### src/hdl/rrts_pkg.sv
// Package for the round-robin time-slice scheduler.
// Holds sizes, request/result codes and the controller/datapath structs.
// No dependencies.
package rrts_pkg;

   localparam int TASK_SLOTS = 16;
   localparam int SLOT_W     = (TASK_SLOTS > 1) ? $clog2(TASK_SLOTS) : 1;
   localparam int CNT_W      = $clog2(TASK_SLOTS + 1);

   // Field widths of the channels
   localparam int REQ_TYPE_W = 3;
   localparam int SLOT_FLD_W = 4;
   localparam int STATE_W    = 2;
   localparam int KIND_W     = 2;
   localparam int SLICE_W    = 8;

   localparam logic [SLICE_W-1:0] SLICE_RESET = 8'd10;

   // Request codes
   localparam logic [REQ_TYPE_W-1:0] REQ_ADD     = 3'd0;
   localparam logic [REQ_TYPE_W-1:0] REQ_START   = 3'd1;
   localparam logic [REQ_TYPE_W-1:0] REQ_TICK    = 3'd2;
   localparam logic [REQ_TYPE_W-1:0] REQ_SET     = 3'd3;
   localparam logic [REQ_TYPE_W-1:0] REQ_RESCHED = 3'd4;

   // Task states
   localparam logic [STATE_W-1:0] ST_READY   = 2'd0;
   localparam logic [STATE_W-1:0] ST_RUNNING = 2'd1;
   localparam logic [STATE_W-1:0] ST_DEAD    = 2'd2;

   // Event kinds
   localparam logic [KIND_W-1:0] KIND_NONE   = 2'd0;
   localparam logic [KIND_W-1:0] KIND_SWITCH = 2'd1;
   localparam logic [KIND_W-1:0] KIND_START  = 2'd2;

   // Result selects
   localparam logic [2:0] RES_IGNORE = 3'd0;
   localparam logic [2:0] RES_ADD    = 3'd1;
   localparam logic [2:0] RES_START  = 3'd2;
   localparam logic [2:0] RES_HOLD   = 3'd3;
   localparam logic [2:0] RES_SET    = 3'd4;
   localparam logic [2:0] RES_SWITCH = 3'd5;

   // Table write selects
   localparam logic [2:0] WR_ADD        = 3'd0;
   localparam logic [2:0] WR_SET        = 3'd1;
   localparam logic [2:0] WR_START      = 3'd2;
   localparam logic [2:0] WR_PREV_READY = 3'd3;
   localparam logic [2:0] WR_NEXT_RUN   = 3'd4;

   // Table read selects
   localparam logic RD_SCAN_NEXT = 1'b0;
   localparam logic RD_CUR       = 1'b1;

   typedef struct packed {
      logic       load_req;
      logic       tick_upd;
      logic       start_upd;
      logic       scan_init;
      logic       scan_adv;
      logic       rd_en;
      logic       rd_src;
      logic       wr_en;
      logic [2:0] wr_sel;
      logic       res_en;
      logic [2:0] res_sel;
      logic       commit;
      logic       push;
   } cmd_type;

   typedef struct packed {
      logic [REQ_TYPE_W-1:0] req_type;
      logic                  full;
      logic                  empty;
      logic                  slot_ok;
      logic                  running;
      logic                  tick_expire;
      logic                  can_sched;
      logic                  scan_wraps_cur;
      logic                  rd_dead;
      logic                  rd_running;
      logic                  out_free;
   } sts_type;

endpackage

### src/hdl/rrts_ifs.sv
// Valid/ready channel interfaces for scheduler requests and results.
// Depends on rrts_pkg for field widths.
interface rrts_req_if;
   import rrts_pkg::*;
   logic                  valid;
   logic                  ready;
   logic [REQ_TYPE_W-1:0] req_type;
   logic [SLOT_FLD_W-1:0] slot;
   logic [STATE_W-1:0]    new_state;
   modport source (output valid, req_type, slot, new_state, input ready);
   modport sink   (input valid, req_type, slot, new_state, output ready);
endinterface

interface rrts_rsp_if;
   import rrts_pkg::*;
   logic                  valid;
   logic                  ready;
   logic [KIND_W-1:0]     event_kind;
   logic [SLOT_FLD_W-1:0] from_slot;
   logic [SLOT_FLD_W-1:0] to_slot;
   logic                  status;
   modport source (output valid, event_kind, from_slot, to_slot, status, input ready);
   modport sink   (input valid, event_kind, from_slot, to_slot, status, output ready);
endinterface

### src/hdl/rrts_ctrl.sv
// Scheduler controller: sequences decode, round-robin scan and table update.
// Depends on rrts_pkg; drives cmd_type to the datapath, reads sts_type.
module rrts_ctrl (
   input  logic             clock,
   input  logic             reset,
   input  logic             req_valid,
   output logic             req_ready,
   input  rrts_pkg::sts_type sts,
   output rrts_pkg::cmd_type cmd
);
   import rrts_pkg::*;

   localparam logic [2:0] S_IDLE      = 3'd0;
   localparam logic [2:0] S_DECODE    = 3'd1;
   localparam logic [2:0] S_SCAN_STEP = 3'd2;
   localparam logic [2:0] S_SCAN_CHK  = 3'd3;
   localparam logic [2:0] S_PREV_CHK  = 3'd4;
   localparam logic [2:0] S_COMMIT    = 3'd5;
   localparam logic [2:0] S_FINISH    = 3'd6;

   logic [2:0] state_ff;
   logic [2:0] state_in;
   logic       sched_begin;

   always_ff @(posedge clock) begin
      if (reset) begin
         state_ff <= S_IDLE;
      end else begin
         state_ff <= state_in;
      end
   end

   assign req_ready = (state_ff == S_IDLE);

   always_comb begin
      cmd         = '0;
      state_in    = state_ff;
      sched_begin = 1'b0;
      unique case (state_ff)
         S_IDLE: begin
            if (req_valid) begin
               cmd.load_req = 1'b1;
               state_in     = S_DECODE;
            end
         end
         S_DECODE: begin
            cmd.res_en = 1'b1;
            state_in   = S_FINISH;
            unique case (sts.req_type)
               REQ_ADD: begin
                  if (sts.full) begin
                     cmd.res_sel = RES_IGNORE;
                  end else begin
                     cmd.wr_en   = 1'b1;
                     cmd.wr_sel  = WR_ADD;
                     cmd.res_sel = RES_ADD;
                  end
               end
               REQ_START: begin
                  if (sts.empty) begin
                     cmd.res_sel = RES_IGNORE;
                  end else begin
                     cmd.start_upd = 1'b1;
                     cmd.wr_en     = 1'b1;
                     cmd.wr_sel    = WR_START;
                     cmd.res_sel   = RES_START;
                  end
               end
               REQ_TICK: begin
                  if (!sts.running) begin
                     cmd.res_sel = RES_IGNORE;
                  end else begin
                     cmd.tick_upd = 1'b1;
                     if (sts.tick_expire) begin
                        sched_begin = 1'b1;
                     end else begin
                        cmd.res_sel = RES_HOLD;
                     end
                  end
               end
               REQ_SET: begin
                  if (!sts.slot_ok) begin
                     cmd.res_sel = RES_IGNORE;
                  end else begin
                     cmd.wr_en   = 1'b1;
                     cmd.wr_sel  = WR_SET;
                     cmd.res_sel = RES_SET;
                  end
               end
               REQ_RESCHED: begin
                  sched_begin = 1'b1;
               end
               default: begin
                  cmd.res_sel = RES_IGNORE;
               end
            endcase
            if (sched_begin) begin
               if (sts.can_sched) begin
                  cmd.res_en    = 1'b0;
                  cmd.scan_init = 1'b1;
                  state_in      = S_SCAN_STEP;
               end else begin
                  cmd.res_sel = RES_HOLD;
               end
            end
         end
         S_SCAN_STEP: begin
            if (sts.scan_wraps_cur) begin
               // every other slot is dead
               cmd.res_en  = 1'b1;
               cmd.res_sel = RES_HOLD;
               state_in    = S_FINISH;
            end else begin
               cmd.scan_adv = 1'b1;
               cmd.rd_en    = 1'b1;
               cmd.rd_src   = RD_SCAN_NEXT;
               state_in     = S_SCAN_CHK;
            end
         end
         S_SCAN_CHK: begin
            if (sts.rd_dead) begin
               state_in = S_SCAN_STEP;
            end else begin
               cmd.rd_en  = 1'b1;
               cmd.rd_src = RD_CUR;
               state_in   = S_PREV_CHK;
            end
         end
         S_PREV_CHK: begin
            if (sts.rd_running) begin
               cmd.wr_en  = 1'b1;
               cmd.wr_sel = WR_PREV_READY;
            end
            state_in = S_COMMIT;
         end
         S_COMMIT: begin
            cmd.wr_en   = 1'b1;
            cmd.wr_sel  = WR_NEXT_RUN;
            cmd.commit  = 1'b1;
            cmd.res_en  = 1'b1;
            cmd.res_sel = RES_SWITCH;
            state_in    = S_FINISH;
         end
         S_FINISH: begin
            if (sts.out_free) begin
               cmd.push = 1'b1;
               state_in = S_IDLE;
            end
         end
         default: begin
            state_in = S_IDLE;
         end
      endcase
   end

endmodule

### src/hdl/rrts_dpath.sv
// Scheduler datapath: task table memory, counters, scan pointer, result regs.
// Depends on rrts_pkg; driven by cmd_type from rrts_ctrl.
module rrts_dpath (
   input  logic                            clock,
   input  logic                            reset,
   input  logic [rrts_pkg::REQ_TYPE_W-1:0] req_type,
   input  logic [rrts_pkg::SLOT_FLD_W-1:0] req_slot,
   input  logic [rrts_pkg::STATE_W-1:0]    req_new_state,
   input  logic                            csr_wr_en,
   input  logic [rrts_pkg::SLICE_W-1:0]    csr_wr_data,
   input  rrts_pkg::cmd_type               cmd,
   output rrts_pkg::sts_type               sts,
   input  logic                            rsp_ready,
   output logic                            rsp_valid,
   output logic [rrts_pkg::KIND_W-1:0]     rsp_event_kind,
   output logic [rrts_pkg::SLOT_FLD_W-1:0] rsp_from_slot,
   output logic [rrts_pkg::SLOT_FLD_W-1:0] rsp_to_slot,
   output logic                            rsp_status
);
   import rrts_pkg::*;

   localparam int WIDE_W = SLOT_W + SLOT_FLD_W;

   // latched request
   logic [REQ_TYPE_W-1:0] req_type_ff;
   logic [SLOT_FLD_W-1:0] slot_ff;
   logic [STATE_W-1:0]    new_state_ff;

   logic [CNT_W-1:0]   task_count_ff;
   logic [SLOT_W-1:0]  cur_ff;
   logic [SLICE_W-1:0] tick_ff;
   logic               run_ff;
   logic [SLICE_W-1:0] slice_ff;
   logic [SLOT_W-1:0]  scan_ff;

   logic [STATE_W-1:0] slot_state_mem [TASK_SLOTS];
   logic [STATE_W-1:0] rd_data_ff;

   logic [KIND_W-1:0]     res_kind_ff;
   logic [SLOT_FLD_W-1:0] res_from_ff;
   logic [SLOT_FLD_W-1:0] res_to_ff;
   logic                  res_status_ff;

   logic                  rsp_valid_ff;
   logic [KIND_W-1:0]     out_kind_ff;
   logic [SLOT_FLD_W-1:0] out_from_ff;
   logic [SLOT_FLD_W-1:0] out_to_ff;
   logic                  out_status_ff;

   logic [WIDE_W-1:0]     slot_wide;
   logic [SLOT_W-1:0]     slot_idx;
   logic [SLICE_W-1:0]    tick_inc;
   logic [CNT_W-1:0]      scan_inc;
   logic [SLOT_W-1:0]     scan_next;
   logic [SLOT_W-1:0]     rd_addr;
   logic [SLOT_W-1:0]     wr_addr;
   logic [STATE_W-1:0]    wr_data;
   logic [SLOT_FLD_W-1:0] cur_fld;

   assign slot_wide = WIDE_W'(slot_ff);
   assign slot_idx  = slot_wide[SLOT_W-1:0];
   assign tick_inc  = tick_ff + SLICE_W'(1);
   assign scan_inc  = CNT_W'(scan_ff) + CNT_W'(1);
   assign scan_next = (scan_inc >= task_count_ff) ? '0 : scan_inc[SLOT_W-1:0];
   assign rd_addr   = (cmd.rd_src == RD_CUR) ? cur_ff : scan_next;
   assign cur_fld   = SLOT_FLD_W'(cur_ff);

   always_comb begin
      sts.req_type       = req_type_ff;
      sts.full           = (task_count_ff == CNT_W'(TASK_SLOTS));
      sts.empty          = (task_count_ff == '0);
      sts.slot_ok        = (slot_wide < WIDE_W'(TASK_SLOTS));
      sts.running        = run_ff;
      sts.tick_expire    = (tick_inc >= slice_ff);
      sts.can_sched      = (task_count_ff > CNT_W'(1)) && (CNT_W'(cur_ff) < task_count_ff);
      sts.scan_wraps_cur = (scan_next == cur_ff);
      sts.rd_dead        = (rd_data_ff == ST_DEAD);
      sts.rd_running     = (rd_data_ff == ST_RUNNING);
      sts.out_free       = !rsp_valid_ff || rsp_ready;
   end

   always_comb begin
      wr_addr = cur_ff;
      wr_data = ST_READY;
      unique case (cmd.wr_sel)
         WR_ADD: begin
            wr_addr = task_count_ff[SLOT_W-1:0];
            wr_data = new_state_ff;
         end
         WR_SET: begin
            wr_addr = slot_idx;
            wr_data = new_state_ff;
         end
         WR_START: begin
            wr_addr = '0;
            wr_data = ST_RUNNING;
         end
         WR_PREV_READY: begin
            wr_addr = cur_ff;
            wr_data = ST_READY;
         end
         WR_NEXT_RUN: begin
            wr_addr = scan_ff;
            wr_data = ST_RUNNING;
         end
         default: begin
            wr_addr = cur_ff;
            wr_data = ST_READY;
         end
      endcase
   end

   // task table: one write and one registered read per cycle
   always_ff @(posedge clock) begin
      if (cmd.wr_en) begin
         slot_state_mem[wr_addr] <= wr_data;
      end
      if (cmd.rd_en) begin
         rd_data_ff <= slot_state_mem[rd_addr];
      end
   end

   always_ff @(posedge clock) begin
      if (cmd.load_req) begin
         req_type_ff  <= req_type;
         slot_ff      <= req_slot;
         new_state_ff <= req_new_state;
      end
      if (cmd.scan_init) begin
         scan_ff <= cur_ff;
      end else if (cmd.scan_adv) begin
         scan_ff <= scan_next;
      end
   end

   always_ff @(posedge clock) begin
      if (reset) begin
         task_count_ff <= '0;
         cur_ff        <= '0;
         tick_ff       <= '0;
         run_ff        <= 1'b0;
         slice_ff      <= SLICE_RESET;
      end else begin
         if (csr_wr_en) begin
            slice_ff <= csr_wr_data;
         end
         if (cmd.wr_en && (cmd.wr_sel == WR_ADD)) begin
            task_count_ff <= task_count_ff + CNT_W'(1);
         end
         if (cmd.tick_upd) begin
            tick_ff <= sts.tick_expire ? '0 : tick_inc;
         end
         if (cmd.start_upd) begin
            run_ff <= 1'b1;
            cur_ff <= '0;
         end else if (cmd.commit) begin
            cur_ff <= scan_ff;
         end
      end
   end

   always_ff @(posedge clock) begin
      if (cmd.res_en) begin
         res_kind_ff   <= KIND_NONE;
         res_from_ff   <= '0;
         res_to_ff     <= '0;
         res_status_ff <= 1'b0;
         unique case (cmd.res_sel)
            RES_IGNORE: begin
               res_status_ff <= 1'b1;
            end
            RES_ADD: begin
               res_to_ff <= SLOT_FLD_W'(task_count_ff);
            end
            RES_START: begin
               res_kind_ff <= KIND_START;
               res_from_ff <= cur_fld;
            end
            RES_HOLD: begin
               res_from_ff <= cur_fld;
               res_to_ff   <= cur_fld;
            end
            RES_SET: begin
               res_to_ff <= slot_ff;
            end
            RES_SWITCH: begin
               res_kind_ff <= KIND_SWITCH;
               res_from_ff <= cur_fld;
               res_to_ff   <= SLOT_FLD_W'(scan_ff);
            end
            default: begin
               res_status_ff <= 1'b1;
            end
         endcase
      end
   end

   // output register
   always_ff @(posedge clock) begin
      if (reset) begin
         rsp_valid_ff <= 1'b0;
      end else if (cmd.push) begin
         rsp_valid_ff <= 1'b1;
      end else if (rsp_ready) begin
         rsp_valid_ff <= 1'b0;
      end
   end

   always_ff @(posedge clock) begin
      if (cmd.push) begin
         out_kind_ff   <= res_kind_ff;
         out_from_ff   <= res_from_ff;
         out_to_ff     <= res_to_ff;
         out_status_ff <= res_status_ff;
      end
   end

   assign rsp_valid      = rsp_valid_ff;
   assign rsp_event_kind = out_kind_ff;
   assign rsp_from_slot  = out_from_ff;
   assign rsp_to_slot    = out_to_ff;
   assign rsp_status     = out_status_ff;

endmodule

### src/hdl/round_robin_time_slice_scheduler.sv
// Round-robin time-slice scheduler, top level.
// Depends on rrts_pkg, rrts_ifs (channels), rrts_ctrl and rrts_dpath.
//
// Usage:
//   req_ch  : requests (req_type, slot, new_state), valid/ready.
//   rsp_ch  : one result item per request (event_kind, from_slot,
//             to_slot, status), valid/ready, from an output register.
//   csr_wr_en / csr_wr_data : write of the time-slice length in ticks.
// Add, start, set state, ignored requests and ticks that do not end the
//   slice pass through S_DECODE and S_FINISH before rsp_ch.valid rises;
//   the next request is taken once the controller is back in S_IDLE.
// A reschedule walks the task table through its single read port, with a
//   read step and a check step per slot visited, then on a switch fixes the
//   old and new slots (S_PREV_CHK, S_COMMIT).
// One item is in work at a time; the next is accepted while the previous
//   result still waits in the output register.
// If rsp_ch is stalled, the finished result is held in the staging register
//   and req_ch.ready stays low until the output register frees up.
// Reset (synchronous, active high) clears task count, current slot, tick
//   count and started flag and sets the slice to 10 ticks; the task table
//   itself is not cleared.
module round_robin_time_slice_scheduler (
   input  logic                         clock,
   input  logic                         reset,
   rrts_req_if.sink                     req_ch,
   rrts_rsp_if.source                   rsp_ch,
   input  logic                         csr_wr_en,
   input  logic [rrts_pkg::SLICE_W-1:0] csr_wr_data
);
   import rrts_pkg::*;

   cmd_type cmd;
   sts_type sts;

   rrts_ctrl u_ctrl (
      .clock     (clock),
      .reset     (reset),
      .req_valid (req_ch.valid),
      .req_ready (req_ch.ready),
      .sts       (sts),
      .cmd       (cmd)
   );

   rrts_dpath u_dpath (
      .clock          (clock),
      .reset          (reset),
      .req_type       (req_ch.req_type),
      .req_slot       (req_ch.slot),
      .req_new_state  (req_ch.new_state),
      .csr_wr_en      (csr_wr_en),
      .csr_wr_data    (csr_wr_data),
      .cmd            (cmd),
      .sts            (sts),
      .rsp_ready      (rsp_ch.ready),
      .rsp_valid      (rsp_ch.valid),
      .rsp_event_kind (rsp_ch.event_kind),
      .rsp_from_slot  (rsp_ch.from_slot),
      .rsp_to_slot    (rsp_ch.to_slot),
      .rsp_status     (rsp_ch.status)
   );

`ifndef NO_ASSERTIONS
   // one item in work at a time
   a_one_item: assert property (@(posedge clock) disable iff (reset)
      (req_ch.valid && req_ch.ready) |=> !req_ch.ready)
      else $error("request accepted while previous item in work");

   // a result is never pushed into an occupied, stalled output register
   a_push_free: assert property (@(posedge clock) disable iff (reset)
      cmd.push |-> (!rsp_ch.valid || rsp_ch.ready))
      else $error("result pushed over a pending result");

   // the new running slot is written together with the current-slot update
   a_commit_write: assert property (@(posedge clock) disable iff (reset)
      cmd.commit |-> (cmd.wr_en && (cmd.wr_sel == WR_NEXT_RUN)))
      else $error("commit without marking new slot running");

   // the scan never steps onto the current slot
   a_scan_stop: assert property (@(posedge clock) disable iff (reset)
      cmd.scan_adv |-> !sts.scan_wraps_cur)
      else $error("scan advanced onto current slot");
`endif

endmodule
### src/flat_wrapper.sv
// flat-port wrapper written by rule: the top's interface ports become plain ports
module round_robin_time_slice_scheduler_flat import rrts_pkg::*;
  (clock, reset, csr_wr_en, csr_wr_data, req_ch_valid, req_ch_req_type, req_ch_slot, req_ch_new_state, req_ch_ready, rsp_ch_valid, rsp_ch_event_kind, rsp_ch_from_slot, rsp_ch_to_slot, rsp_ch_status, rsp_ch_ready);
  rrts_req_if req_ch_i ();
  rrts_rsp_if rsp_ch_i ();
  input  logic clock;
  input  logic reset;
  input  logic csr_wr_en;
  input  logic [rrts_pkg::SLICE_W-1:0] csr_wr_data;
  input wire logic [$bits(req_ch_i.valid)-1:0] req_ch_valid;
  input wire logic [$bits(req_ch_i.req_type)-1:0] req_ch_req_type;
  input wire logic [$bits(req_ch_i.slot)-1:0] req_ch_slot;
  input wire logic [$bits(req_ch_i.new_state)-1:0] req_ch_new_state;
  output wire logic [$bits(req_ch_i.ready)-1:0] req_ch_ready;
  output wire logic [$bits(rsp_ch_i.valid)-1:0] rsp_ch_valid;
  output wire logic [$bits(rsp_ch_i.event_kind)-1:0] rsp_ch_event_kind;
  output wire logic [$bits(rsp_ch_i.from_slot)-1:0] rsp_ch_from_slot;
  output wire logic [$bits(rsp_ch_i.to_slot)-1:0] rsp_ch_to_slot;
  output wire logic [$bits(rsp_ch_i.status)-1:0] rsp_ch_status;
  input wire logic [$bits(rsp_ch_i.ready)-1:0] rsp_ch_ready;
  assign req_ch_i.valid = req_ch_valid;
  assign req_ch_i.req_type = req_ch_req_type;
  assign req_ch_i.slot = req_ch_slot;
  assign req_ch_i.new_state = req_ch_new_state;
  assign req_ch_ready = req_ch_i.ready;
  assign rsp_ch_valid = rsp_ch_i.valid;
  assign rsp_ch_event_kind = rsp_ch_i.event_kind;
  assign rsp_ch_from_slot = rsp_ch_i.from_slot;
  assign rsp_ch_to_slot = rsp_ch_i.to_slot;
  assign rsp_ch_status = rsp_ch_i.status;
  assign rsp_ch_i.ready = rsp_ch_ready;
  round_robin_time_slice_scheduler u_core (.clock(clock), .reset(reset), .req_ch(req_ch_i), .rsp_ch(rsp_ch_i), .csr_wr_en(csr_wr_en), .csr_wr_data(csr_wr_data));
endmodule
### config.mk
export PLATFORM = sky130hd
export DESIGN_NAME = round_robin_time_slice_scheduler_flat
export DESIGN_NICKNAME = d
export VERILOG_FILES = /design/src/hdl/rrts_pkg.sv /design/src/hdl/rrts_ifs.sv /design/src/hdl/rrts_ctrl.sv /design/src/hdl/rrts_dpath.sv /design/src/hdl/round_robin_time_slice_scheduler.sv /design/src/flat_wrapper.sv
export SDC_FILE = /design/constraint.sdc
export NUM_CORES = 1
export LEC_CHECK = 0
export BUFFER_PORTS_ARGS = -buffer_cell sky130_fd_sc_hd__buf_4
export CAP_MARGIN = 20
export CORE_MARGIN = 2
export CORE_UTILIZATION = 50
export CTS_CLUSTER_DIAMETER = 60
export CTS_CLUSTER_SIZE = 10
export DETAILED_ROUTE_END_ITERATION = 16
export PLACE_DENSITY = 0.72
export SYNTH_ARGS = -nofsm -noshare
export SYNTH_HDL_FRONTEND = slang
export SYNTH_SLANG_ARGS = --single-unit
### constraint.sdc
create_clock -name clock -period 4 [get_ports clock]
set_input_delay 0.4 -clock clock [delete_from_list [all_inputs] [get_ports clock]]
set_output_delay 0.4 -clock clock [all_outputs]
set_load 0.01 [all_outputs]
==> flow_metrics.py <==
metrics = {
    "clocking": {
        "post_cts_buffers": 0,
        "cts_tree": "done",
        "ctsResizeCount": 0,
        "clock_sinks": 99,
        "h-tree-depth": 3,
        "ctsRootBufferMaster": "clkbuf_8",
        "hold_buffers": 0,
        "clock_path_buffers": 2,
        "tritoncts.num_buffers": 9,
        "clk_pin_slew_ns": 0.09,
        "clkLatencyLatePin_ns": 0.37,
    },
    "logic_synthesis": {
        "netlist_top_cells_area": "edfxtp_1, dfxtp_1, ha_1, nor2_1, nand2_1",
        "synth_top_area_cell": "edfxtp_1",
        "ys.warnings.count": 0,
        "synth_area_sq_um": 5121,
        "syn_inst": 486,
        "ys_ff_latch": 99,
        "seq_area_frac_synth_pct": 52.19,
        "synthesis.nets": 529,
        "synth.top_cell.area_share_pct": 40.46,
        "ys.flop_type": "edfxtp_1",
        "async_flop_share_pct": 0,
        "postSynthAreaPerCell_sq_um": 10.54,
        "synth_cell_type_count": 68,
        "synth_edf_count": 69,
    },
    "global_routing": {
        "track_usage_pct": 20.96,
        "antenna_found_initial": 0,
        "grt_util_met1_pct": 26.35,
        "first_global_vias": 3536,
        "met2_usage_pct": 34.06,
        "grt-ovfl-total": 0,
        "grt_max_degree": 28,
        "top_usage_layer": "met2",
        "grt_pass1_wl_um": 18090,
        "grtUsageMet3_pct": 3.930,
    },
    "drt": {
        "ant_nets": 0,
        "drt_pass1_iterations": 5,
        "vias": 3796,
        "drt_wl_total_um": 10940,
        "drc": 0,
        "avgViaCountPerCell": 5.849,
        "avgRoutedWirePerCell_um": 16.86,
        "drt_iter0_drc": 279,
    },
    "critical_path": {
        "start_kind": "flip-flop",
        "max_stage_delay_ns": 0.50,
        "r2r_end": "u_core.u_dpath.rd_data_ff[1]",
        "cp_max_fo": 11,
        "r2r_slack_ns": 0.50,
        "crit_type": "reg -> reg",
        "ff2ff_path_depth": 11,
        "worstPathArrival_ns": 3.62,
        "cpMaxStageDelayCell": "edfxtp_1",
        "critPathCaptureType": "flip-flop",
        "crit_top_cell": "ha_1",
        "cp_data_required_time_ns": 4.11,
        "worstPathCellList": "ha_1, xnor2_1, inv_1, ha_1, a21oi_1, o21ai_2, a211o_1, nand2_2, mux2_2, o211ai_1, nand4_1",
        "r2r_start": "u_core.u_dpath.scan_ff[0]",
    },
    "sta": {
        "hold_violations": 0,
        "tightest_slew_ns": 0.8537,
        "tns_ns": 0,
        "fmax_mhz": 285.5,
        "setup_viol": 0,
        "fin_crit_ns": 3.503,
        "relSlewSlack_pct": 42.97,
        "post-route-period-util_pct": 87.57,
        "grt_setup_unrepaired": "false",
        "finClkSkew_ns": 0.007263,
        "finalMaxSlewViolations": 0,
        "timing.hold.ws_ns": 0.1980,
    },
    "finish": {
        "final_cell_mix": "edfxtp_1, nor2_1, nand2_1",
        "antennaDiodeCount": 0,
        "fin_nets": 555,
        "drive_gt1_share_pct": 13.95,
        "multi_input_area_sq_um": 2241,
        "layout_commonest_cell": "edfxtp_1",
        "fill_cells": 841,
        "register_area_sq_um": 2673,
        "final_area_sq_um": 5598,
        "synthToLayoutAreaGrowth_pct": 9.309,
        "fin_cells": 649,
        "fin_util_pct": 56.75,
    },
    "power": {
        "vdd_drop_max_uv": 172.8,
        "pwr_density_cell_nw_per_um2": 413.2,
        "p_leak_nw": 2.144,
    },
    "die": {
        "num_rows": 36,
        "io_pins": 35,
        "chipHeight_um": 105.2,
        "design.core.area_sq_um": 9864,
        "die_width_um": 105.2,
        "die_area_sq_um": 11070,
        "start_util_pct": 51.92,
    },
    "placement": {
        "numPortBuffers": 34,
        "routabilityCongestion": 0.9308,
        "postPlaceCellArea_sq_um": 5440,
        "hpwl_um": 8069,
        "place_inst": 634,
    },
    "min_path": {
        "holdPathStages": 1,
        "min_from": "req_ch_slot[1]",
        "hp-class": "in -> reg",
        "whs_endpoint": "u_core.u_dpath.slot_ff[1]",
    },
    "run_status": {
        "status": "complete, no violations",
    },
    "job": {
        "maxCapViolations": 0,
    },
}
[worst max-delay path, delay by kind of cell (launching register included)]
family / cells / cell delay [ns]
simple gates: 2 / 0.39
mux: 1 / 0.37
xor+xnor: 1 / 0.34
compound gates: 4 / 0.97
fa+ha+maj: 2 / 0.59
buf+inv: 1 / 0.09
flops: 1 / 0.50
[metrics by stage]
stage | setup WS, ns | total power, mW
4_1_cts | 0.5398 | 2.319
3_3_place_gp | 0.6931 | 1.777
3_5_place_dp | 0.5930 | 1.786
2_1_floorplan | 1.044 | 1.654
6_report | 0.4974 | 2.313
5_1_grt | 0.2838 | 2.431
[logic make-up (layout without fill, tap and decap cells)]
family / after synthesis / in the layout / synth area share, %
compound gates: 104 / 104 / 13.85
mux: 17 / 17 / 3.396
buf+inv: 45 / 75 / 4.056
simple gates: 187 / 187 / 19.16
fa+ha+maj: 21 / 21 / 5.131
flops: 99 / 99 / 52.19
xor+xnor: 13 / 13 / 2.223
[area by class of cell]
type | instances | share of cell area, %
timing repair buffer | 36 | 4.828
tap | 133 | 2.973
clock buffer | 9 | 2.213
inverter | 24 | 1.609
multi-input combinational | 342 | 40.03
sequential | 99 | 47.74
clock inverter | 6 | 0.6035
[power breakdown]
| part | switching (mW) | total, mW | internal (mW) | leakage, nW |
|---|---|---|---|---|
| sequential | 0.0668 | 1.28 | 1.21 | 0.876 |
| clock | 0.324 | 0.542 | 0.217 | 0.0816 |
| combinational | 0.307 | 0.493 | 0.186 | 1.19 |
[registers in the layout (all words and copies together) (netlist names), 3 cells and up]
register                       flops
u_core.u_dpath.tick_ff             8
u_core.u_dpath.task_count_ff       5
u_core.u_dpath.scan_ff             4
u_core.u_dpath.rsp_to_slot         4
u_core.u_dpath.res_from_ff         4
u_core.u_ctrl.state_ff             3
u_core.u_dpath.slice_ff            8
u_core.u_dpath.req_type_ff         3
u_core.u_dpath.cur_ff              4
u_core.u_dpath.slot_state_mem     32
u_core.u_dpath.res_to_ff           4
u_core.u_dpath.rsp_from_slot       4
u_core.u_dpath.slot_ff             4
[how the worst max path moves through the flow]
stage                              startpoint                       endpoint  cells after the start
floorplan           u_core.u_dpath.scan_ff[0]   u_core.u_dpath.rd_data_ff[1]                     12
global placement    u_core.u_dpath.scan_ff[0]   u_core.u_dpath.rd_data_ff[1]                     11
detailed placement  u_core.u_dpath.scan_ff[0]   u_core.u_dpath.rd_data_ff[1]                     11
CTS                 u_core.u_dpath.scan_ff[0]   u_core.u_dpath.rd_data_ff[1]                     11
global route        u_core.u_dpath.scan_ff[0]  u_core.u_dpath.res_kind_ff[1]                     10
finish              u_core.u_dpath.scan_ff[0]   u_core.u_dpath.rd_data_ff[1]                     11
[synth_stat cells, types with 8 or more instances]
cell / n
o21ai_0: 18
mux2i_1: 14
inv_1: 23
xnor2_1: 10
and2_1: 11
nand2_1: 40
edfxtp_1: 69
nand3_1: 23
ha_1: 21
dfxtp_1: 30
clkbuf_1: 8
a21oi_1: 28
and3_1: 8
nor3_1: 10
nor2_1: 49
[metal layers]
metal | share of wire (%) | vias up
li1 | - | 1831
met5 | 0 | -
met2 | 48 | 154
met1 | 43 | 1787
met3 | 5.8 | 24
met4 | 3.3 | 0
(Power assumes the default switching activity.)
